===== src/rtl/rcw_pkg.sv =====
// Package with the word types, command codes and constants of the Reno congestion window block.
`default_nettype none
package rcw_pkg;

  localparam int unsigned FIELD_WIN_W = 11;
  localparam int unsigned COUNT_W     = 16;

  typedef logic [FIELD_WIN_W-1:0] win_field_t;
  typedef logic [COUNT_W-1:0]     unit_count_t;

  localparam logic [1:0] OP_ACK      = 2'd0;
  localparam logic [1:0] OP_TIMEOUT  = 2'd1;
  localparam logic [1:0] OP_LOAD     = 2'd2;
  localparam logic [1:0] OP_RESTART  = 2'd3;

  localparam logic [1:0] EK_NEW      = 2'd0;
  localparam logic [1:0] EK_DUP      = 2'd1;
  localparam logic [1:0] EK_TIMEOUT  = 2'd2;
  localparam logic [1:0] EK_CONTROL  = 2'd3;

  localparam logic [1:0] PH_SS       = 2'd0;
  localparam logic [1:0] PH_CA       = 2'd1;
  localparam logic [1:0] PH_FR       = 2'd2;

  localparam logic [1:0] CFG_CC_ENABLE      = 2'd0;
  localparam logic [1:0] CFG_INIT_WINDOW    = 2'd1;
  localparam logic [1:0] CFG_INIT_THRESHOLD = 2'd2;

  localparam logic [1:0]  DUP_TRIGGER      = 2'd3;
  localparam int unsigned RESET_THRESHOLD  = 16;
  localparam logic [31:0] EXPECTED_RESET   = 32'd38;
  localparam win_field_t  INIT_WINDOW_RESET = 11'd1;

  typedef struct packed {
    logic [1:0]  op;
    logic [31:0] ack_number;
    logic [31:0] expected_base;
  } in_word_t;

  typedef struct packed {
    logic [1:0]  event_kind;
    win_field_t  acked_count;
    win_field_t  window_now;
    win_field_t  threshold_now;
    logic [1:0]  phase_now;
    logic        fast_retransmit;
    logic [15:0] timeouts_total;
    logic [15:0] fast_recoveries_total;
  } out_word_t;

  typedef enum logic [2:0] {
    CMD_NEW     = 3'd0,
    CMD_DUP     = 3'd1,
    CMD_TIMEOUT = 3'd2,
    CMD_LOAD    = 3'd3,
    CMD_RESTART = 3'd4
  } cmd_code_t;

  typedef struct packed {
    cmd_code_t   cmd;
    unit_count_t count;
  } cmd_word_t;

endpackage
`default_nettype wire


===== src/rtl/rcw_front.sv =====
// Front end: accepts input words, classifies acknowledgements and tracks the expected ack.
`default_nettype none
module rcw_front #(
  parameter int unsigned MAX_WINDOW = 1024
) (
  input  wire logic              clk,
  input  wire logic              rst_n,
  input  wire logic              in_valid,
  output logic                   in_ready,
  input  wire rcw_pkg::in_word_t in_data,
  output logic                   push_valid,
  input  wire logic              push_ready,
  output rcw_pkg::cmd_word_t     push_data
);

  logic [31:0] expected_ack_r;
  logic [31:0] expected_ack_nxt;
  logic [31:0] units;
  logic        ack_ahead;
  logic        take;

  assign in_ready   = push_ready;
  assign push_valid = in_valid;
  assign take       = in_valid && push_ready;

  assign ack_ahead = in_data.ack_number >= expected_ack_r;
  assign units     = in_data.ack_number - expected_ack_r + 32'd1;

  always_comb begin
    expected_ack_nxt = expected_ack_r;
    push_data.cmd    = rcw_pkg::CMD_LOAD;
    push_data.count  = '0;
    case (in_data.op)
      rcw_pkg::OP_ACK: begin
        if (ack_ahead) begin
          push_data.cmd = rcw_pkg::CMD_NEW;
          if (units > 32'(MAX_WINDOW)) begin
            push_data.count = rcw_pkg::unit_count_t'(MAX_WINDOW);
          end else begin
            push_data.count = rcw_pkg::unit_count_t'(units);
          end
          expected_ack_nxt = in_data.ack_number + 32'd1;
        end else begin
          push_data.cmd = rcw_pkg::CMD_DUP;
        end
      end
      rcw_pkg::OP_TIMEOUT: begin
        push_data.cmd = rcw_pkg::CMD_TIMEOUT;
      end
      rcw_pkg::OP_LOAD: begin
        push_data.cmd    = rcw_pkg::CMD_LOAD;
        expected_ack_nxt = in_data.expected_base;
      end
      default: begin
        push_data.cmd = rcw_pkg::CMD_RESTART;
      end
    endcase
  end

  always_ff @(posedge clk) begin
    if (!rst_n) begin
      expected_ack_r <= rcw_pkg::EXPECTED_RESET;
    end else if (take) begin
      expected_ack_r <= expected_ack_nxt;
    end
  end

endmodule
`default_nettype wire


===== src/rtl/rcw_queue.sv =====
// Two-entry command queue between the front end and the window engine.
`default_nettype none
module rcw_queue (
  input  wire logic               clk,
  input  wire logic               rst_n,
  input  wire logic               push_valid,
  output logic                    push_ready,
  input  wire rcw_pkg::cmd_word_t push_data,
  output logic                    pop_valid,
  input  wire logic               pop_ready,
  output rcw_pkg::cmd_word_t      pop_data
);

  rcw_pkg::cmd_word_t slot_r [2];
  logic               wr_ptr_r;
  logic               rd_ptr_r;
  logic [1:0]         fill_r;
  logic               do_push;
  logic               do_pop;

  assign push_ready = fill_r != 2'd2;
  assign pop_valid  = fill_r != 2'd0;
  assign pop_data   = slot_r[rd_ptr_r];
  assign do_push    = push_valid && push_ready;
  assign do_pop     = pop_valid && pop_ready;

  always_ff @(posedge clk) begin
    if (do_push) begin
      slot_r[wr_ptr_r] <= push_data;
    end
  end

  always_ff @(posedge clk) begin
    if (!rst_n) begin
      wr_ptr_r <= 1'b0;
      rd_ptr_r <= 1'b0;
      fill_r   <= 2'd0;
    end else begin
      if (do_push) begin
        wr_ptr_r <= ~wr_ptr_r;
      end
      if (do_pop) begin
        rd_ptr_r <= ~rd_ptr_r;
      end
      if (do_push && !do_pop) begin
        fill_r <= fill_r + 2'd1;
      end else if (do_pop && !do_push) begin
        fill_r <= fill_r - 2'd1;
      end
    end
  end

endmodule
`default_nettype wire


===== src/rtl/rcw_back.sv =====
// Window engine: applies each command to the Reno state one acked unit per cycle.
`default_nettype none
module rcw_back #(
  parameter int unsigned MAX_WINDOW = 1024
) (
  input  wire logic                 clk,
  input  wire logic                 rst_n,
  input  wire logic                 cc_enable,
  input  wire rcw_pkg::win_field_t  init_window,
  input  wire logic                 pop_valid,
  output logic                      pop_ready,
  input  wire rcw_pkg::cmd_word_t   pop_data,
  output logic                      out_valid,
  input  wire logic                 out_ready,
  output rcw_pkg::out_word_t        out_data
);

  localparam int unsigned WW = $clog2(MAX_WINDOW + 1);
  localparam logic [WW-1:0] WMAX = WW'(MAX_WINDOW);
  localparam logic [WW-1:0] SSL_RESET =
    (MAX_WINDOW < rcw_pkg::RESET_THRESHOLD) ? WW'(MAX_WINDOW) : WW'(rcw_pkg::RESET_THRESHOLD);

  typedef enum logic [2:0] {
    BK_IDLE = 3'b001,
    BK_EXEC = 3'b010,
    BK_EMIT = 3'b100
  } bk_state_t;

  bk_state_t            state_r, state_nxt;
  rcw_pkg::cmd_code_t   cmd_r;
  rcw_pkg::win_field_t  acked_r;
  logic [WW-1:0]        remain_r, remain_nxt;
  logic [1:0]           phase_r, phase_nxt;
  logic [WW-1:0]        cwnd_r, cwnd_nxt;
  logic [WW-1:0]        ssl_r, ssl_nxt;
  logic [1:0]           dup_r, dup_nxt;
  logic [WW-1:0]        avoid_r, avoid_nxt;
  logic [15:0]          tmo_tally_r, tmo_tally_nxt;
  logic [15:0]          rec_tally_r, rec_tally_nxt;
  logic                 fr_r, fr_nxt;
  logic                 out_valid_r;
  rcw_pkg::out_word_t   out_data_r;
  logic                 load_out;
  logic [1:0]           kind;

  function automatic logic [WW-1:0] sat_inc(input logic [WW-1:0] v);
    return (v >= WMAX) ? WMAX : v + WW'(1);
  endfunction

  function automatic logic [WW-1:0] halved(input logic [WW-1:0] v);
    return ((v >> 1) == '0) ? WW'(1) : (v >> 1);
  endfunction

  function automatic logic [WW-1:0] clamp_init(input rcw_pkg::win_field_t v);
    logic [31:0] wide;
    wide = 32'(v);
    if (wide == 32'd0) begin
      return WW'(1);
    end else if (wide > 32'(MAX_WINDOW)) begin
      return WMAX;
    end
    return WW'(wide);
  endfunction

  function automatic logic [WW-1:0] recovery_window(input logic [WW-1:0] v);
    logic [WW:0] sum;
    sum = {1'b0, v} + (WW+1)'(rcw_pkg::DUP_TRIGGER);
    return (sum > {1'b0, WMAX}) ? WMAX : WW'(sum);
  endfunction

  assign pop_ready = state_r == BK_IDLE;
  assign load_out  = (state_r == BK_EMIT) && (!out_valid_r || out_ready);

  always_comb begin
    state_nxt     = state_r;
    remain_nxt    = remain_r;
    phase_nxt     = phase_r;
    cwnd_nxt      = cwnd_r;
    ssl_nxt       = ssl_r;
    dup_nxt       = dup_r;
    avoid_nxt     = avoid_r;
    tmo_tally_nxt = tmo_tally_r;
    rec_tally_nxt = rec_tally_r;
    fr_nxt        = fr_r;
    case (state_r)
      BK_IDLE: begin
        fr_nxt     = 1'b0;
        remain_nxt = WW'(pop_data.count);
        if (pop_valid) begin
          state_nxt = BK_EXEC;
        end
      end
      BK_EXEC: begin
        state_nxt = BK_EMIT;
        case (cmd_r)
          rcw_pkg::CMD_NEW: begin
            if (cc_enable && remain_r != '0) begin
              state_nxt  = BK_EXEC;
              remain_nxt = remain_r - WW'(1);
              dup_nxt    = 2'd0;
              if (phase_r == rcw_pkg::PH_SS) begin
                cwnd_nxt = sat_inc(cwnd_r);
                if (sat_inc(cwnd_r) > ssl_r) begin
                  phase_nxt = rcw_pkg::PH_CA;
                  avoid_nxt = '0;
                end
              end else if (phase_r == rcw_pkg::PH_CA) begin
                if (sat_inc(avoid_r) >= cwnd_r) begin
                  avoid_nxt = '0;
                  cwnd_nxt  = sat_inc(cwnd_r);
                end else begin
                  avoid_nxt = sat_inc(avoid_r);
                end
              end else begin
                phase_nxt = rcw_pkg::PH_CA;
                cwnd_nxt  = ssl_r;
              end
            end
          end
          rcw_pkg::CMD_DUP: begin
            if (cc_enable) begin
              if (phase_r == rcw_pkg::PH_FR) begin
                cwnd_nxt = sat_inc(cwnd_r);
              end else if (dup_r + 2'd1 == rcw_pkg::DUP_TRIGGER) begin
                rec_tally_nxt = rec_tally_r + 16'd1;
                phase_nxt     = rcw_pkg::PH_FR;
                ssl_nxt       = halved(cwnd_r);
                cwnd_nxt      = recovery_window(halved(cwnd_r));
                dup_nxt       = 2'd0;
                fr_nxt        = 1'b1;
              end else begin
                dup_nxt = dup_r + 2'd1;
              end
            end
          end
          rcw_pkg::CMD_TIMEOUT: begin
            if (cc_enable) begin
              tmo_tally_nxt = tmo_tally_r + 16'd1;
              phase_nxt     = rcw_pkg::PH_SS;
              ssl_nxt       = halved(cwnd_r);
              cwnd_nxt      = WW'(1);
              dup_nxt       = 2'd0;
            end
          end
          rcw_pkg::CMD_RESTART: begin
            cwnd_nxt = clamp_init(init_window);
          end
          default: begin
          end
        endcase
      end
      BK_EMIT: begin
        if (load_out) begin
          state_nxt = BK_IDLE;
        end
      end
      default: begin
        state_nxt = BK_IDLE;
      end
    endcase
  end

  always_comb begin
    case (cmd_r)
      rcw_pkg::CMD_NEW:     kind = rcw_pkg::EK_NEW;
      rcw_pkg::CMD_DUP:     kind = rcw_pkg::EK_DUP;
      rcw_pkg::CMD_TIMEOUT: kind = rcw_pkg::EK_TIMEOUT;
      default:              kind = rcw_pkg::EK_CONTROL;
    endcase
  end

  always_ff @(posedge clk) begin
    if (!rst_n) begin
      state_r     <= BK_IDLE;
      phase_r     <= rcw_pkg::PH_SS;
      cwnd_r      <= clamp_init(rcw_pkg::INIT_WINDOW_RESET);
      ssl_r       <= SSL_RESET;
      dup_r       <= 2'd0;
      avoid_r     <= '0;
      tmo_tally_r <= 16'd0;
      rec_tally_r <= 16'd0;
      out_valid_r <= 1'b0;
    end else begin
      state_r     <= state_nxt;
      phase_r     <= phase_nxt;
      cwnd_r      <= cwnd_nxt;
      ssl_r       <= ssl_nxt;
      dup_r       <= dup_nxt;
      avoid_r     <= avoid_nxt;
      tmo_tally_r <= tmo_tally_nxt;
      rec_tally_r <= rec_tally_nxt;
      if (load_out) begin
        out_valid_r <= 1'b1;
      end else if (out_ready) begin
        out_valid_r <= 1'b0;
      end
    end
  end

  always_ff @(posedge clk) begin
    remain_r <= remain_nxt;
    fr_r     <= fr_nxt;
    if (pop_valid && pop_ready) begin
      cmd_r   <= pop_data.cmd;
      acked_r <= rcw_pkg::win_field_t'(pop_data.count);
    end
    if (load_out) begin
      out_data_r.event_kind            <= kind;
      out_data_r.acked_count           <= acked_r;
      out_data_r.window_now            <= rcw_pkg::win_field_t'(cwnd_r);
      out_data_r.threshold_now         <= rcw_pkg::win_field_t'(ssl_r);
      out_data_r.phase_now             <= phase_r;
      out_data_r.fast_retransmit       <= fr_r;
      out_data_r.timeouts_total        <= tmo_tally_r;
      out_data_r.fast_recoveries_total <= rec_tally_r;
    end
  end

  assign out_valid = out_valid_r;
  assign out_data  = out_data_r;

endmodule
`default_nettype wire


===== src/rtl/reno_congestion_window_top.sv =====
// Top level of the Reno congestion window tracker with configuration registers.
//
//   Channel  Ports                          Word
//   in       in_valid  in_ready  in_data    op, ack_number, expected_base
//   out      out_valid out_ready out_data   event_kind .. fast_recoveries_total
//   cfg      cfg_valid cfg_ready            cfg_index, cfg_data
//
// The front end takes one word per cycle while the two-entry command queue has room.
// With window adjustment on, the window engine applies a new ack that acknowledges n units
// one acked unit per cycle; every event passes through its idle, execute and emit states.
// Reset is synchronous; there is no clearing pass.
// A stalled result waits in the output register while the front end keeps filling the queue.
`default_nettype none
module reno_congestion_window_top #(
  parameter int unsigned MAX_WINDOW = 1024
) (
  input  wire logic                 clk,
  input  wire logic                 rst_n,
  input  wire logic                 in_valid,
  output logic                      in_ready,
  input  wire rcw_pkg::in_word_t    in_data,
  output logic                      out_valid,
  input  wire logic                 out_ready,
  output rcw_pkg::out_word_t        out_data,
  input  wire logic                 cfg_valid,
  output logic                      cfg_ready,
  input  wire logic [1:0]           cfg_index,
  input  wire rcw_pkg::win_field_t  cfg_data
);

  logic                cc_enable_r;
  rcw_pkg::win_field_t init_window_r;
  logic                push_valid;
  logic                push_ready;
  rcw_pkg::cmd_word_t  push_data;
  logic                pop_valid;
  logic                pop_ready;
  rcw_pkg::cmd_word_t  pop_data;

  assign cfg_ready = 1'b1;

  always_ff @(posedge clk) begin
    if (!rst_n) begin
      cc_enable_r   <= 1'b0;
      init_window_r <= rcw_pkg::INIT_WINDOW_RESET;
    end else if (cfg_valid && cfg_ready) begin
      case (cfg_index)
        rcw_pkg::CFG_CC_ENABLE:   cc_enable_r   <= cfg_data[0];
        rcw_pkg::CFG_INIT_WINDOW: init_window_r <= cfg_data;
        default: begin
        end
      endcase
    end
  end

  rcw_front #(
    .MAX_WINDOW(MAX_WINDOW)
  ) u_front (
    .clk       (clk),
    .rst_n     (rst_n),
    .in_valid  (in_valid),
    .in_ready  (in_ready),
    .in_data   (in_data),
    .push_valid(push_valid),
    .push_ready(push_ready),
    .push_data (push_data)
  );

  rcw_queue u_queue (
    .clk       (clk),
    .rst_n     (rst_n),
    .push_valid(push_valid),
    .push_ready(push_ready),
    .push_data (push_data),
    .pop_valid (pop_valid),
    .pop_ready (pop_ready),
    .pop_data  (pop_data)
  );

  rcw_back #(
    .MAX_WINDOW(MAX_WINDOW)
  ) u_back (
    .clk        (clk),
    .rst_n      (rst_n),
    .cc_enable  (cc_enable_r),
    .init_window(init_window_r),
    .pop_valid  (pop_valid),
    .pop_ready  (pop_ready),
    .pop_data   (pop_data),
    .out_valid  (out_valid),
    .out_ready  (out_ready),
    .out_data   (out_data)
  );

  a_fr_is_dup_entry: assert property (@(posedge clk) disable iff (!rst_n)
    out_valid && out_data.fast_retransmit |->
      out_data.event_kind == rcw_pkg::EK_DUP && out_data.phase_now == rcw_pkg::PH_FR)
    else $error("fast retransmit flagged outside a duplicate entering recovery");

  a_acked_only_new: assert property (@(posedge clk) disable iff (!rst_n)
    out_valid && out_data.event_kind != rcw_pkg::EK_NEW |-> out_data.acked_count == '0)
    else $error("acked count nonzero on an event that is not a new ack");

  a_timeout_resets: assert property (@(posedge clk) disable iff (!rst_n)
    out_valid && cc_enable_r && out_data.event_kind == rcw_pkg::EK_TIMEOUT |->
      out_data.phase_now == rcw_pkg::PH_SS && out_data.window_now == 11'd1)
    else $error("timeout did not drop the window to one in slow start");

endmodule
`default_nettype wire


===== config.mk =====
export PLATFORM = sky130hd
export DESIGN_NAME = reno_congestion_window_top
export DESIGN_NICKNAME = d
export VERILOG_FILES = /design/src/rtl/rcw_pkg.sv /design/src/rtl/rcw_front.sv /design/src/rtl/rcw_queue.sv /design/src/rtl/rcw_back.sv /design/src/rtl/reno_congestion_window_top.sv
export SDC_FILE = /design/constraint.sdc
export NUM_CORES = 1
export LEC_CHECK = 0
export BUFFER_PORTS_ARGS = -buffer_cell sky130_fd_sc_hd__buf_2
export CAP_MARGIN = 20
export CORE_UTILIZATION = 65
export CTS_CLUSTER_DIAMETER = 80
export CTS_CLUSTER_SIZE = 14
export DETAILED_ROUTE_END_ITERATION = 16
export PLACE_DENSITY = 0.87
export SYNTH_ARGS = -nofsm -noshare
export SYNTH_HDL_FRONTEND = slang
export SYNTH_HIERARCHICAL = 1
export SYNTH_SLANG_ARGS = --single-unit

===== constraint.sdc =====
create_clock -name clk -period 9.95 [get_ports clk]
set_input_delay 0.995 -clock clk [delete_from_list [all_inputs] [get_ports clk]]
set_output_delay 0.995 -clock clk [all_outputs]
set_load 0.01 [all_outputs]

; Yosys cells after proc, flatten, opt, wreduce, memory -nomap -nowiden
; Memories as Yosys holds them, arrays and structs flattened. A register that Yosys moved wholly into a read port is not among the register bits.
; Index checks and enable logic that the tools add are counted.
[word_totals]
register_bits = 217
n_memories = 1
wordCells = 194
ramBits = 38
inputBits = 84
output_inout_bits = 73
[memory_table]
columns = name, depth, width, rd, rd_ports_with_merged_regs, wr, line
row1 = u_queue.slot_r, 2, 19, 1, 1, 1, rcw_queue.sv:14  ; rcw_pkg::cmd_word_t slot_r [2];
[classes]
bitwise_logic = 3
n_mux = 72
n_eq_ne = 32
order_cmp = 8
reduce_logical = 39
addsub = 12
[op_table]
columns = cell, n
row1 = two-way mux 11 bit, 24
row2 = adder 32 x 1 -> 32 bit (second input constant), 2
row3 = one-hot mux 32 bit (2 select lines), 1
row4 = two-way mux 16 bit, 3
row5 = one-hot mux 11 bit (2 select lines), 2
row6 = one-hot mux 11 bit (4 select lines), 1
row7 = adder 16 x 1 -> 16 bit (second input constant), 2
row8 = >= comparator 32 bit, 1
row9 = > comparator 32 x 11 -> 1 bit (second input constant), 1
row10 = two-way mux 32 bit, 1
row11 = subtractor 32 bit, 1
row12 = two-way mux 2 bit, 14
row13 = adder 11 x 1 -> 11 bit (second input constant), 2
row14 = >= comparator 11 bit (second input constant), 2
row15 = zero test 11 bit, 2
row16 = != test 2 x 1 -> 1 bit (second input constant), 9
row17 = one-hot mux 2 bit (3 select lines), 3
row18 = one-hot mux 3 bit (3 select lines), 2
row19 = two-way mux 1 bit, 15
row20 = AND reduction 5 bit, 3
row21 = != test 2 bit (second input constant), 7
row22 = nonzero test 2 bit, 7
row23 = > comparator 12 x 11 -> 1 bit (second input constant), 1
row24 = two-way mux 3 bit, 4
row25 = 32 further kinds, 56

; Depth between registers and ports, before layout
[depth]
word_depth = 9
ltp_mapped = 16
depth_no_buf = 15

; Hierarchy
; Netlist, hierarchy kept.
[modules_own_cells]
columns = mod, cells_per_inst, area_per_inst_um2, instances, seq_area_each_um2
row1 = rcw_back, 745, 7867.5, 1, 4294.1
row2 = rcw_front, 760, 5476.5, 1, 640.6
row3 = rcw_queue, 83, 1610.3, 1, 1241.2
row4 = reno_congestion_window_top, 55, 501.7, 1, 240.2

; Worst setup path after synthesis
; OpenSTA, ideal clock, no wires.
[synth_path]
kind = input to register
from = input out_ready
to = register u_back.out_data_r (netlist bit u_back/out_data[0]) (enable)
path_buffers = 0
setup_time_ns = 0.505
required_ns = 9.445
slack_ns = 5.316
path_stages = 2
t_arrival_ns = 4.129
cell_sequence = nor2b_1 nor2b_1
[synth_via]
elab_chain_len = 2
[synth_rtl]
columns = element, line
row1 = from (decl), reno_congestion_window_top.sv:23  ; input wire logic out_ready,
row2 = logical OR 1 bit, rcw_back.sv:72  ; assign load_out = (state_r == BK_EMIT) && (!out_valid_r || out_ready);
row3 = logical AND 1 bit, rcw_back.sv:72
row4 = via u_back.load_out, rcw_back.sv:43  ; logic load_out;
row5 = to (decl), rcw_back.sv:42  ; rcw_pkg::out_word_t out_data_r;
; The timed path passes the listed nets, and every way through them passes these cells.
; A chain may end at the register's enable or synchronous reset.

==> impl_results.md <==
* Share of cells above drive strength 1 at 0.139
* Number of hold-repair buffers added at the cts stage at 0
* Level count of the clock H-tree at 1
* Slowest stage cell, crit path: sky130_fd_sc_hd__a2111oi_0
* Core area at 22,700 um^2
* Clock latency of the later-clocked register in the worst-skew pair at 0.52 ns
* Buffers plus inverters on the worst setup path at 3
* Detailed-route via count at 12,200
* TritonCTS clock tree: built
* Max stage delay on crit path at 0.69 ns
* Setup slack, reg-to-reg at around 5.7 ns
* Detailed-route wire length at 34.5 mm
* Data required time of the critical path at 10.23 ns
* Area Growth Syn to Fin at 9.75%
* Maximum capacitance violations at 0
* Leakage power at 6.25 nW
* Biggest fanout along the worst timing path at 10
* Total congestion overflow at 0
* CP cell instances: buf_2, ha_1, inv_1, fa_1, inv_1, a21oi_1, a31oi_1, o21ai_1, a211oi_2, or3_1, a2111oi_0, nand4_2, nor4_1
* Critical Path AT at 4.83 ns
* Result of the run: finished clean
* Placed wire-length estimate after detailed placement at 25.7 mm
* CTS clk-pin slew, worst paths at 0.06 ns
* R2r worst-path depth at 13
* Area occupied by registers at 6120 um^2
* Footprint of the multi-input gates at ~8000 um^2
* Setup TNS at 0 ns
* Synthesized area per cell at 9.28 um^2
* Leading cell type in the layout, fill and taps excluded: sky130_fd_sc_hd__nand2_1
* Cell Rows at 55
* Final Hold Viols at 0
* Yosys warning total at 6
* Synthesized cell area at 15,100 um^2
* Mapped Nets at 1,820
* Pin count of the biggest net entering global routing at between 90 and 100
* Overall die area at 23,800 um^2
* Post-Route Skew at between 0.02 and 0.025 ns
* Library cell used as clock root buffer: sky130_fd_sc_hd__clkbuf_16
* Total inserted antenna cells at 0
* Number of antenna violations at the first check in global routing at 0
* Kind of end point of the critical path: flip-flop
* Most repeated library cell on the critical path: sky130_fd_sc_hd__inv_1
* Max-Slew Margin vs Limit at 0.413
* WP depth at 13
* Cts bufs inserted at 21
* First DRT Iteration DRCs at 1,008
* Final instance area at 16,500 um^2
* Number of sinks handled by clock tree synthesis at roughly 240
* Time the worst path needs with I/O delays and setup at 4.56 ns
* Number of buffer cells added on primary ports at 154
* Starting density of the core at 0.663
* Final Setup Violations at 0
* Final net count at slightly below 2,000
* Pwr/cell area at 169 nW/um^2
* Filler Cells Inserted at 1,672
* Routed len/inst at 16.9 um
* Worst Setup Start Kind: primary input
* Placed cell areas at 15,900 um^2
* Worst setup path category: primary input to flip-flop
* Hold-critical path depth at 0
* DIE WIDTH at 154 um
* Post-CTS repair timing setup buffer count at 0
* Final RePlAce weighted congestion at 0.961
* Maximum VDD drop at about 120 uV
* Cell family contributing the most delay on the critical path: compound AO/OA/AOI/OAI gates
* DRC Markers at 0
* Vias in the first global route at roughly 12,000
* Total Routing Usage GR at 0.291
* Maximum root-to-sink buffer count at 3
* Class of the most critical hold timing path: flip-flop to flip-flop
* Number of gates given a new drive strength after cts at 0
* Die height at around 150 um
* Most frequent cells in the layout: sky130_fd_sc_hd__nand2_1 (194), sky130_fd_sc_hd__buf_2 (155), sky130_fd_sc_hd__o21ai_0 (126)
* Number of detailed-routing iterations run before antenna repair at 7
* Synth Instances at 1,622
* Tcrit/Tclk final at 0.458
* Via density per instance at 5.99
* Actual slew at the worst max-slew pin at 0.880 ns
* Fmax at roughly 0.22 GHz
* Setup repair after global routing missed its margin: no
* First-pass GRT wire length at 56.7 mm
* Post-DRT Antenna Nets at 0
* Number of top-level pins at 157
* Number of pins exceeding their max-slew limit in the final report at 0
[state kept, by name, summed over array words and instances (netlist names), 16 cells and up, named ones only]
name and cells:
u_back/out_data 69, u_back/tmo_tally_r 16, u_front/expected_ack_r 32, u_queue/slot_r 28, u_back/rec_tally_r 16
[routing by layer]
metal	part of all wire	track usage	routed length, um	vias to the layer above
met1	0.42	0.372	14600	5651
met4	0.023	0.0862	787	0
met5	0	0	0	-
li1	-	-	-	5980
met2	0.49	0.510	16800	516
met3	0.069	0.0423	2390	66
[layout make-up]
cell class / instances / area share
Clock buffer: 34 / 0.0347
Clock inverter: 3 / 0.00129
Inverter: 115 / 0.0261
Multi-Input combinational cell: 1193 / 0.495
Sequential cell: 244 / 0.370
Tap cell: 285 / 0.0216
Timing Repair Buffer: 164 / 0.0516
[per-stage QoR]
step | hold slack (ns) | cells | power (mW) | worst slack [ns] | utilization
5_1_grt | 0.425 | 2038 | 2.93 | 5.12 | 0.728
2_1_floorplan | 0.400 | 1622 | 1.84 | 5.32 | -
4_1_cts | 0.421 | 2036 | 2.79 | 5.50 | 0.727
3_3_place_gp | 0.403 | 1998 | 2.01 | 5.01 | 0.700
6_report | 0.419 | 2038 | 2.79 | 5.39 | 0.728
3_5_place_dp | 0.405 | 1999 | 2.04 | 4.96 | 0.700
[final timing paths]
check,from,endpoint
worst max-delay path,in_data[40],u_queue/slot_r[0][2]$_DFFE_PP_
worst min-delay path,u_back/acked_r[2]$_DFFE_PP_,u_back/out_data[59]$_DFFE_PP_
worst min register to register,u_back/acked_r[2]$_DFFE_PP_,u_back/out_data[59]$_DFFE_PP_
worst max register to register,u_front/expected_ack_r[8]$_SDFFE_PN0P_,u_queue/slot_r[0][2]$_DFFE_PP_
[where the power goes]
part,total (mW),leakage (nW),switching [mW],internal (mW)
registers,1.27,2.12,0.0845,1.18
logic,0.776,3.84,0.472,0.303
clock network,0.748,0.284,0.352,0.396
total,2.79,6.25,0.909,1.88
[worst register-to-register path, cell delays in order, from the launching register on]
cell                        delay [ns]
sky130_fd_sc_hd__dfxtp_1          0.31
sky130_fd_sc_hd__inv_1            0.05
sky130_fd_sc_hd__ha_1             0.15
sky130_fd_sc_hd__inv_1            0.05
sky130_fd_sc_hd__fa_1             0.57
sky130_fd_sc_hd__inv_1            0.09
sky130_fd_sc_hd__a21oi_1          0.42
sky130_fd_sc_hd__a31oi_1          0.24
sky130_fd_sc_hd__o21ai_1          0.27
sky130_fd_sc_hd__a211oi_2         0.11
sky130_fd_sc_hd__or3_1            0.31
sky130_fd_sc_hd__a2111oi_0        0.69
sky130_fd_sc_hd__nand4_2          0.41
sky130_fd_sc_hd__nor4_1           0.40
Note: power is estimated with default switching activity, not from simulation.
